[src/rtl/ptts_pkg.sv]
// Package with shared types, constants and helpers of the partitioned task tick scheduler.
package ptts_pkg;

    localparam int MAX_TASKS      = 16;
    localparam int MAX_PARTITIONS = 8;
    localparam int TIME_BITS      = 16;
    localparam int IDX_BITS       = $clog2(MAX_TASKS);
    localparam int CNT_BITS       = $clog2(MAX_TASKS + 1);
    localparam int PART_BITS      = 3;

    typedef logic [TIME_BITS-1:0] time_val_t;
    typedef logic [IDX_BITS-1:0]  idx_t;
    typedef logic [CNT_BITS-1:0]  cnt_t;
    typedef logic [PART_BITS-1:0] part_t;
    typedef logic [MAX_TASKS-1:0] mask_t;

    typedef enum logic [1:0] {
        ST_SUSPEND = 2'd0,
        ST_READY   = 2'd1,
        ST_RUNNING = 2'd2,
        ST_FINISH  = 2'd3
    } task_state_t;

    typedef enum logic [1:0] {
        OP_LOAD = 2'd0,
        OP_TICK = 2'd1,
        OP_READ = 2'd2,
        OP_NONE = 2'd3
    } op_t;

    typedef enum logic [1:0] {
        POL_RESPONSE = 2'd0,
        POL_RATE     = 2'd1,
        POL_DEADLINE = 2'd2,
        POL_SLACK    = 2'd3
    } policy_t;

    localparam logic CFG_POLICY = 1'b0;
    localparam logic CFG_COUNT  = 1'b1;

    typedef enum logic [2:0] {
        FSM_IDLE,
        FSM_STATUS,
        FSM_PEER,
        FSM_APPLY,
        FSM_FINISH,
        FSM_DONE
    } fsm_t;

    // Controller to datapath commands.
    typedef struct packed {
        logic accept;
        logic do_load;
        logic do_read;
        logic tick_start;
        logic status_pre;
        logic peer_step;
        logic apply;
        logic finish_step;
        logic publish;
        idx_t task_i;
        idx_t peer_j;
    } ptts_cmd_t;

    // Datapath to controller status.
    typedef struct packed {
        logic need_peer;
        cnt_t count;
    } ptts_sts_t;

    function automatic time_val_t sat_inc(input time_val_t v);
        return (v == '1) ? v : v + time_val_t'(1);
    endfunction

endpackage

[src/rtl/ptts_ctrl.sv]
// Controller state machine that sequences loads, reads and the per-task tick walk.
module ptts_ctrl (
    input  logic                clk,
    input  logic                rst_n,
    input  logic                in_valid,
    output logic                in_ready,
    input  logic [1:0]          operation,
    input  logic [3:0]          task_index,
    output logic                out_valid,
    input  logic                out_ready,
    output ptts_pkg::ptts_cmd_t cmd,
    input  ptts_pkg::ptts_sts_t sts
);
    import ptts_pkg::*;

    fsm_t state_reg, state_next;
    idx_t i_reg, i_next;
    idx_t j_reg, j_next;
    logic ov_reg, ov_next;
    op_t  op;

    assign op = op_t'(operation);

    always_ff @(posedge clk or negedge rst_n)
    begin
        if (!rst_n)
        begin
            state_reg <= FSM_IDLE;
            i_reg     <= '0;
            j_reg     <= '0;
            ov_reg    <= 1'b0;
        end
        else
        begin
            state_reg <= state_next;
            i_reg     <= i_next;
            j_reg     <= j_next;
            ov_reg    <= ov_next;
        end
    end

    // The last task of the walk is count-1; a count of zero skips the walk.
    logic last_i, last_j;
    assign last_i = ({1'b0, i_reg} == (sts.count - cnt_t'(1)));
    assign last_j = ({1'b0, j_reg} == (sts.count - cnt_t'(1)));

    always_comb
    begin
        state_next = state_reg;
        i_next     = i_reg;
        j_next     = j_reg;
        ov_next    = ov_reg;
        if (ov_reg && out_ready)
            ov_next = 1'b0;
        unique case (state_reg)
            FSM_IDLE:
            begin
                if (in_valid && in_ready)
                begin
                    i_next = '0;
                    j_next = '0;
                    if (op == OP_TICK && sts.count != '0)
                        state_next = FSM_STATUS;
                    else
                        state_next = FSM_DONE;
                end
            end
            FSM_STATUS:
            begin
                j_next = '0;
                state_next = sts.need_peer ? FSM_PEER : FSM_APPLY;
            end
            FSM_PEER:
            begin
                j_next = j_reg + idx_t'(1);
                if (last_j)
                    state_next = FSM_APPLY;
            end
            FSM_APPLY:
            begin
                i_next = i_reg + idx_t'(1);
                if (last_i)
                begin
                    i_next = '0;
                    state_next = FSM_FINISH;
                end
                else
                    state_next = FSM_STATUS;
            end
            FSM_FINISH:
            begin
                i_next = i_reg + idx_t'(1);
                if (last_i)
                    state_next = FSM_DONE;
            end
            FSM_DONE:
            begin
                ov_next = 1'b1;
                state_next = FSM_IDLE;
            end
            default: state_next = FSM_IDLE;
        endcase
    end

    always_comb
    begin
        in_ready         = (state_reg == FSM_IDLE) && !ov_reg;
        out_valid        = ov_reg;
        cmd              = '0;
        cmd.task_i       = i_reg;
        cmd.peer_j       = j_reg;
        unique case (state_reg)
            FSM_IDLE:
            begin
                if (in_valid && in_ready)
                begin
                    cmd.accept     = 1'b1;
                    cmd.do_load    = (op == OP_LOAD);
                    cmd.do_read    = (op == OP_READ);
                    cmd.tick_start = (op == OP_TICK);
                    cmd.task_i     = idx_t'(task_index);
                end
            end
            FSM_STATUS: cmd.status_pre  = 1'b1;
            FSM_PEER:   cmd.peer_step   = 1'b1;
            FSM_APPLY:  cmd.apply       = 1'b1;
            FSM_FINISH: cmd.finish_step = 1'b1;
            FSM_DONE:   cmd.publish     = 1'b1;
            default:    cmd.publish     = 1'b0;
        endcase
    end
endmodule

[config.mk]
export PLATFORM = sky130hd
export DESIGN_NAME = ptts_ctrl
export DESIGN_NICKNAME = d
export VERILOG_FILES = /design/src/rtl/ptts_pkg.sv /design/src/rtl/ptts_ctrl.sv
export SDC_FILE = /design/constraint.sdc
export NUM_CORES = 1
export LEC_CHECK = 0
export ABC_AREA = 1
export BUFFER_PORTS_ARGS = -buffer_cell sky130_fd_sc_hd__buf_4
export CAP_MARGIN = 0
export CORE_MARGIN = 10
export CORE_UTILIZATION = 52
export DETAILED_ROUTE_END_ITERATION = 8
export PLACE_DENSITY = 0.8
export SLEW_MARGIN = 20
export SYNTH_ARGS = -nofsm -noshare
export SYNTH_HDL_FRONTEND = slang
export SYNTH_SLANG_ARGS = --single-unit
[constraint.sdc]
create_clock -name clk -period 2.7 [get_ports clk]
set_clock_uncertainty 0.15 [all_clocks]
set_input_delay 0.135 -clock clk [delete_from_list [all_inputs] [get_ports clk]]
set_output_delay 0.135 -clock clk [all_outputs]
set_load 0.02 [all_outputs]
==> results of run 1 <==
## layout make-up
class / count / area share (%)
inverter: 25 / 7.14
multi-input combinational: 110 / 43.9
tap: 25 / 2.38
sequential: 12 / 22.9
timing repair buffer: 36 / 21.0
clock buffer: 4 / 2.76
## where the power goes
group          leakage [nW]  internal, W  switching (W)
clock                0.0210    0.0000818      0.0000649
combinational         0.548     0.000289       0.000470
sequential            0.159     0.000234      0.0000910
total                 0.728     0.000605       0.000626
## critical path: cells and delay by family (launching register included)
kind                   cells  cell delay, ns
AND/OR/NAND/NOR            4            0.33
AO/OA/AOI/OAI              1            0.26
buffers and inverters      2            0.40
flip-flops                 1            0.48
## Yosys cell counts
cell type and number:
nand2_1 44, o21bai_1 1, o22ai_1 2, o21ai_1 2
nor2_1 12, a21oi_1 2, a21boi_1 1, nand3_1 18
xnor2_1 1, nor2_4 3, inv_1 18, clkinv_1 1
a22o_1 1, o21ai_2 1, nor3_1 4, dfrtp_1 12
nand2_2 1, nand2_4 2, xor2_1 5, nand4_1 2
ha_1 3, o21ai_0 4, buf_4 1, inv_2 6
nor2_2 1
## cell families after synthesis
group | count (synthesis)
XOR/XNOR | 6
flip-flops | 12
adder cells (fa/ha/maj) | 3
AND/OR/NAND/NOR | 87
buffers and inverters | 26
AO/OA/AOI/OAI | 14
## how the worst max path moves through the flow
stage | start | end | slack (ns) | cells after the start
after floorplan | state_reg[1] | cmd[4] | 0.84 | 6
after global placement | sts[0] | i_reg[3] | 0.97 | 14
after detailed placement | sts[0] | i_reg[0] | 0.92 | 14
after CTS | state_reg[1] | cmd[7] | 0.69 | 7
after global routing | state_reg[1] | cmd[7] | 0.49 | 7
final | state_reg[1] | cmd[7] | 0.69 | 7
## layer usage
| layer | vias up | GRT usage (%) | part of all wire (%) |
|---|---|---|---|
| li1 | 545 | - | - |
| met1 | 517 | 16.4 | 39 |
| met2 | 42 | 26.6 | 53 |
| met3 | 8 | 3.36 | 6.1 |
| met4 | 0 | 3.28 | 2.0 |
| met5 | - | 0 | 0 |
## stage by stage
| step | hold WS (ns) | setup slack, ns | instance area (sq um) |
|---|---|---|---|
| detailed placement | -0.165 | 0.919 | 1260 |
| global placement | -0.166 | 0.970 | 1260 |
| finish | 0.0263 | 0.692 | 1310 |
| global route | 0.0398 | 0.487 | 1310 |
| floorplan | -0.311 | 0.841 | 978 |
| CTS | 0.0212 | 0.686 | 1310 |
==> impl_metrics.toml, run 1 <==
[run_status]
status = "completed"

[cells_and_area]
diodes = 0
final_cell_mix = "nand2_1 (44), buf_4 (34), inv_1 (18), nand3_1 (18)"
layout_commonest_cell = "nand2_1"
fillerInstances = 155
drive_above_1_share_pct = 27.8
utilization_pct = 74.5
area_delta_synth_final_pct = 34.3
finalNonFillerCells = 212
finalNetCount = 207
regArea_sq_um = 300
multi_input_area_sq_um = 577

[synthesis]
synth_top_family_by_area = "simple AND/OR/NAND/NOR gates"
synth_nets = 167
yosys.area_share.simple_pct = 41.0
synth_cell_types = 25
synthCells = 148
yosysWarnings = 0
synth_compound_area_share_pct = 8.70
yosys.area_share.adder_pct = 3.84
synthMuxAreaShare_pct = 0
synth_top_area_cell = "dfrtp_1"
synth_area_per_cell_sq_um = 6.61
yosysTopAreaCellShare_pct = 30.7
synthXorXnorAreaFrac_pct = 5.37
ys_seq_area_share_pct = 30.7
synthTopCellsByArea = "dfrtp_1 (31%), nand2_1 (17%), nand3_1 (9.2%)"
syn_area_sq_um = 978
ys_seq_elements = 12

[worst_setup_path]
rr_endpoint = "i_reg[3]"
rrSetupSlack_ns = 1.01
cp_data_required_time_ns = 2.41
criticalPathCategory = "reg -> out"
reg2regPathDepth = 11
endpoint_kind = "output pin"
cpMostUsedCell = "nor2_4"
worstSetupStartpointType = "register"
arrival_ns = 1.72
cp_slowest_stage_delay_ns = 0.48
path_cells = "nor2_4 -> nand2_2 -> nor2_4 -> nand2_4 -> clkinv_1 -> o21ai_0 -> buf_4"
critPathMaxFanout = 9
r2r-start = "i_reg[0]"
critPathSlowestCell = "dfrtp_1"

[min_path]
holdPathStages = 4
hold_start = "sts[5]"
hold_path.class = "in -> reg"
holdPathEnd = "state_reg[0]"

[global_routing]
grt_pass1_wl_microns = 5000
grt_pass1_vias = 1137
grt_max_degree = 13
grt_antenna_before_repair = 0
grt_use_total_pct = 14.5
grt.overflow.total = 0

[clocking]
ctsResizeCount = 0
clk_pin_slew_ns = 0.08
cts_setup_buffers = 0
cts_sinks = 12
cts_tree = "yes"
hold_buffers = 2
clockBufferDepth = 2
cts_buffers = 3
clk-insertion-delay-late_ns = 0.27
cts_root_buf = "clkbuf_4"
htreeDepth = 1

[sta]
finalSetupTns_ns = 0
setup_viol = 0
maxSlewHeadroom_pct = 77.1
report.final.slew_viol_count = 0
max_freq_mhz = 498
rsz0062_at_grt = "false"
finalHoldViolCount = 0
fin_crit_ns = 2.01
fin_crit_sh_pct = 74.4
worst_slew_pin_slew_ns = 0.343

[floorplan]
dieArea_sq_mm = 0.00402
die_y_microns = 63.4
die_w_microns = 63.4
num_rows = 15
fp.coreArea_sq_mm = 0.00176
initial_core_util_pct = 55.5
ioPinCount = 35

[drt]
via_count = 1112
drt_wl_total_microns = 2880
wire_per_inst_microns = 13.6
drc = 0
dr.pass1.iters = 5
viasPerCell = 5.25
first_iter_violations = 42
ant_nets = 0

[pwr]
p_leak_nw = 0.728
power_w = 0.00123
peakVddDrop_mv = 0.732
pwr_density_cell_mw_per_mm2 = 937

[placement]
place.gp.congestion = 1.02
numPortBuffers = 34
dp_cells = 206
hpwl_microns = 2420

[flow_run]
cap_violations = 0
(Power assumes the default switching activity.)
==> run 2: changes to the inputs <==
--- a/config.mk
+++ b/config.mk
@@ -9,9 +9,9 @@
 export BUFFER_PORTS_ARGS = -buffer_cell sky130_fd_sc_hd__buf_4
 export CAP_MARGIN = 0
 export CORE_MARGIN = 10
-export CORE_UTILIZATION = 52
+export CORE_UTILIZATION = 49
 export DETAILED_ROUTE_END_ITERATION = 8
-export PLACE_DENSITY = 0.8
+export PLACE_DENSITY = 0.76
 export SLEW_MARGIN = 20
 export SYNTH_ARGS = -nofsm -noshare
 export SYNTH_HDL_FRONTEND = slang
==> constraint.sdc (replaced) <==
create_clock -name clk -period 1.85 [get_ports clk]
set_clock_uncertainty 0.15 [all_clocks]
set_input_delay 0.0925 -clock clk [delete_from_list [all_inputs] [get_ports clk]]
set_output_delay 0.0925 -clock clk [all_outputs]
set_load 0.02 [all_outputs]
==> run 2 against run 1 <==
Net effect:
- sequential power rose by 41%
- global-route usage fell by 1.6 points
- total power rose by 56%
- first-iteration DRC count rose by 31%
- cell count rose by 4.7%
- non-clock buffer count rose by 7
- utilization fell by 1.6 points
- via count rose by 0.27%
- routed wire length fell by 0.21%
- critical endpoint is now cmd[4]
==> impl_metrics.toml, run 2 (synthesized netlist as in run 1, its figures left out) <==
[run_status]
status = "completed"

[drt]
first_iter_violations = 55
drc = 0
viasPerCell = 5.02
via_count = 1115
routedLengthMet1_microns = 1210
wl_met2_microns = 1510
topRoutingLayerUsed = "met4"
ant_nets = 0
drt_wl_total_microns = 2880
wire_per_inst_microns = 13.0
dr.pass1.iters = 4
dr_wl_met3_microns = 126

[clocking]
cts_buffers = 3
clk_pin_slew_ns = 0.08
clk-insertion-delay-late_ns = 0.28
cts_root_buf = "clkbuf_4"
cts_tree = "yes"
htreeDepth = 1
clockBufferDepth = 2
cts_sinks = 12

[sta]
setup_viol = 0
fin_crit_ns = 1.80
max_freq_mhz = 555
worst_slew_pin_slew_ns = 0.359
finalSetupTns_ns = 0
maxSlewHeadroom_pct = 76.0
report.final.slew_viol_count = 0
finalHoldViolCount = 0
whs_ns = 0.0434
fin_crit_sh_pct = 97.4
rsz0062_at_grt = "true"

[pwr]
p_leak_nw = 0.772
pwr_density_cell_mw_per_mm2 = 1370
power_w = 0.00192
peakVddDrop_mv = 1.23

[floorplan]
initial_core_util_pct = 50.9
ioPinCount = 35
dieArea_sq_mm = 0.00418
die_y_microns = 64.7
num_rows = 16
die_w_microns = 64.7
fp.coreArea_sq_mm = 0.00192

[worst_setup_path]
endpoint_kind = "output pin"
r2r-start = "state_reg[0]"
cp_data_required_time_ns = 1.61
critPathMaxFanout = 6
cp-startpoint = "state_reg[0]"
arrival_ns = 1.56
criticalPathCategory = "reg -> out"
worstSetupStartpointType = "register"

[placement]
numPortBuffers = 34
place.gp.congestion = 0.951
hpwl_microns = 2180
post_dp_cell_area_sq_mm = 0.00126

[cells_and_area]
diodes = 0
drive_above_1_share_pct = 34.9
utilization_pct = 72.9
final_area_sq_mm = 0.00140
final_cell_mix = "nand2_1 (42), buf_4 (40), inv_1 (18), nand3_1 (18), nor2_1 (11)"
layout_commonest_cell = "nand2_1"
area_delta_synth_final_pct = 43.1
finalNetCount = 215

[global_routing]
grt_pass1_wl_microns = 4600
grt_pass1_vias = 1049
grt.overflow.total = 0
grt_use_total_pct = 12.9
grt_max_degree = 13
grt_antenna_before_repair = 0

[min_path]
hold_path.class = "in -> async"

[flow_run]
cap_violations = 0
run 2: stage by stage:
step | instances | worst slack, ns
after floorplan | 148 | 0.0332
after global placement | 208 | 0.216
after detailed placement | 208 | 0.147
after CTS | 217 | 0.0196
after global routing | 222 | -0.0309
final | 222 | 0.0487
run 2: critical path, stage by stage (launching register included):
cell and delay (ns):
dfrtp_2 0.43, nor2_4 0.13, nand2_2 0.09, nor2_4 0.15, nand2_4 0.11, inv_6 0.09
nand2_1 0.05, o21ai_0 0.07, buf_4 0.17
run 2: final timing paths:
path                           endpoint  slack [ns]  cells after the start
max reg2reg                    i_reg[3]        0.07                     10
min in group clk           state_reg[2]        0.15                      6
min reg2reg                state_reg[1]        0.41                      2
min                        state_reg[0]        0.04                      2
max                              cmd[4]        0.05                      8
max in group asynchronous  state_reg[1]        1.34                      2
run 2: final cells by class:
class / count / area (sq um)
timing repair inverter: 1 / 5.00
inverter: 25 / 98.8
tap: 27 / 33.8
fill: 160 / 522
sequential: 12 / 304
timing repair buffer: 43 / 330
multi-input combinational: 110 / 592
clock buffer: 4 / 36.3
run 2: power by group:
group / total (W) / internal [W] / switching [W]
Sequential: 0.000458 / 0.000347 / 0.000111
Combinational: 0.00125 / 0.000507 / 0.000746
Clock: 0.000208 / 0.000120 / 0.0000882
run 2: metal layers:
layer / up-vias / track usage (%)
li1: 565 / -
met1: 519 / 15.3
met2: 29 / 22.3
met3: 2 / 4.30
met4: 0 / 2.41
met5: - / 0
run 2: timing repair:
action                                  in CTS  in global routing
endpoints found under the setup margin       4                  4
hold buffers                                 3                  0
endpoints found under the hold margin       14                  0
setup buffers                                2                  4
pin swaps                                    0                  4
resized for setup                            4                 10
gates cloned                                 0                  1
==> run 3: changes to the inputs <==
==> constraint.sdc (replaced) <==
create_clock -name clk -period 1.9 [get_ports clk]
set_clock_uncertainty 0.15 [all_clocks]
set_input_delay 0.095 -clock clk [delete_from_list [all_inputs] [get_ports clk]]
set_output_delay 0.095 -clock clk [all_outputs]
set_load 0.02 [all_outputs]
==> run 3 against run 2 <==
Net effect:
- first-iteration DRC count down 3.6%
- die area unchanged
- worst setup slack better by 0.056 ns
- cell count unchanged
- sequential cell count unchanged
- final area down 0.89%
- via count down 0.36%
- utilization down 0.65 points
- sequential power down 2%
==> impl_metrics.toml, run 3 (synthesized netlist as in run 1, its figures left out) <==
[placement]
post_dp_cell_area_sq_mm = 0.00126
dp_cells = 208
hpwl_microns = 2180
numPortBuffers = 34
place.gp.congestion = 0.951

[sta]
setup_viol = 0
max_freq_mhz = 557
report.final.slew_viol_count = 0
finalHoldViolCount = 0
finalSetupTns_ns = 0
fin_crit_ns = 1.80
worst_slew_pin_slew_ns = 0.366
fin_crit_sh_pct = 94.5
maxSlewHeadroom_pct = 75.5

[floorplan]
fp.coreArea_sq_mm = 0.00192
die_y_microns = 64.7
initial_core_util_pct = 50.9
ioPinCount = 35
num_rows = 16
die_w_microns = 64.7
dieArea_sq_mm = 0.00418

[cells_and_area]
final_area_sq_mm = 0.00139
drive_above_1_share_pct = 32.3
area_delta_synth_final_pct = 41.8
finalNetCount = 215
layout_commonest_cell = "nand2_1"
final_cell_mix = "nand2_1 (44), buf_4 (41), inv_1 (18), nand3_1 (18), nor2_1 (12)"
diodes = 0
utilization_pct = 72.2
finalNonFillerCells = 222

[worst_setup_path]
arrival_ns = 1.55
endpoint_kind = "output pin"
critPathSlowestCell = "dfrtp_2"
cp-startpoint = "state_reg[0]"
criticalPathCategory = "reg -> out"
worstSetupStartpointType = "register"
critPathBufInv = 2
cp_top_family = "simple AND/OR/NAND/NOR gates"
r2r-start = "state_reg[0]"
critPathMaxFanout = 5
path_cells = "nor2_4 -> nand2_2 -> nor2_4 -> nand2_4 -> buf_4 -> nor2_1 -> buf_4"
cp_data_required_time_ns = 1.65
cp_slowest_stage_delay_ns = 0.44

[min_path]
hold_path.class = "in -> async"

[global_routing]
grt_max_degree = 13
grt_pass1_vias = 1023
grt.overflow.total = 0
grt_use_total_pct = 12.7
grt_antenna_before_repair = 0
grt_pass1_wl_microns = 4510

[clocking]
cts_sinks = 12
cts_root_buf = "clkbuf_4"
cts_buffers = 3
clk_pin_slew_ns = 0.08
clk-insertion-delay-late_ns = 0.28
htreeDepth = 1
cts_tree = "yes"
clockBufferDepth = 2

[pwr]
p_leak_nw = 0.765
peakVddDrop_mv = 1.17
pwr_density_cell_mw_per_mm2 = 1330

[run_status]
status = "completed"

[flow_run]
cap_violations = 0

[drt]
first_iter_violations = 53
dr.pass1.iters = 4
viasPerCell = 5.00
ant_nets = 0
drt_wl_total_microns = 2740
drc = 0
via_count = 1111
wire_per_inst_microns = 12.3
[run 3: changes by cell type in the layout (fill, tap and decap cells not counted)]
| cell | change |
|---|---|
| o21ai_1 | -1 |
| nand2_2 | -2 |
| nand2_1 | +2 |
| o21ai_0 | +3 |
| buf_4 | +1 |
| nor2_1 | +1 |
| o21ai_2 | -2 |
| nor2_2 | -1 |
| clkinv_2 | -1 |
[run 3: report_power, final]
group	switching [W]	total, W	internal, W
clock	0.0000866	0.000203	0.000117
sequential	0.000112	0.000451	0.000338
combinational	0.000697	0.00119	0.000495
[run 3: metrics by stage]
step | hold slack (ns) | total power (W) | setup slack (ns)
2_1_floorplan | -0.351 | 0.00117 | 0.0807
3_3_place_gp | -0.209 | 0.00151 | 0.264
3_5_place_dp | -0.206 | 0.00152 | 0.194
4_1_cts | 0.0306 | 0.00174 | 0.0223
5_1_grt | 0.0470 | 0.00199 | -0.0187
6_report | 0.0435 | 0.00185 | 0.105
[run 3: worst paths after layout]
kind | depth (start not counted) | endpoint | slack, ns
worst max-delay path | 7 | cmd[13] | 0.10
max in group asynchronous | 2 | state_reg[1] | 1.39
worst min register to register | 2 | out_valid | 0.45
worst min-delay path | 2 | i_reg[3] | 0.04
worst max register to register | 10 | i_reg[3] | 0.14
min in group clk | 6 | state_reg[2] | 0.14
[run 3: area by class of cell]
type,instances,area (sq um)
clock buffer,4,36.3
inverter,25,98.8
fill,158,534
sequential,12,304
multi-input combinational,110,577
tap,27,33.8
timing repair buffer,44,338
[run 3: timing repair]
action | in CTS | in global routing
setup endpoints to repair | 4 | 4
gates resized for setup | 4 | 2
buffers inserted | 0 | 7
pin swaps | 0 | 3
endpoints found under the hold margin | 14 | 0
hold buffers | 3 | 0
[run 3: layer usage]
metal | up-vias | GRT usage (%) | routed length [microns]
met1 | 519 | 15.2 | 1180
met5 | - | 0 | 0
met4 | 0 | 1.60 | 8
li1 | 567 | - | -
met3 | 2 | 4.30 | 120
met2 | 23 | 21.8 | 1440
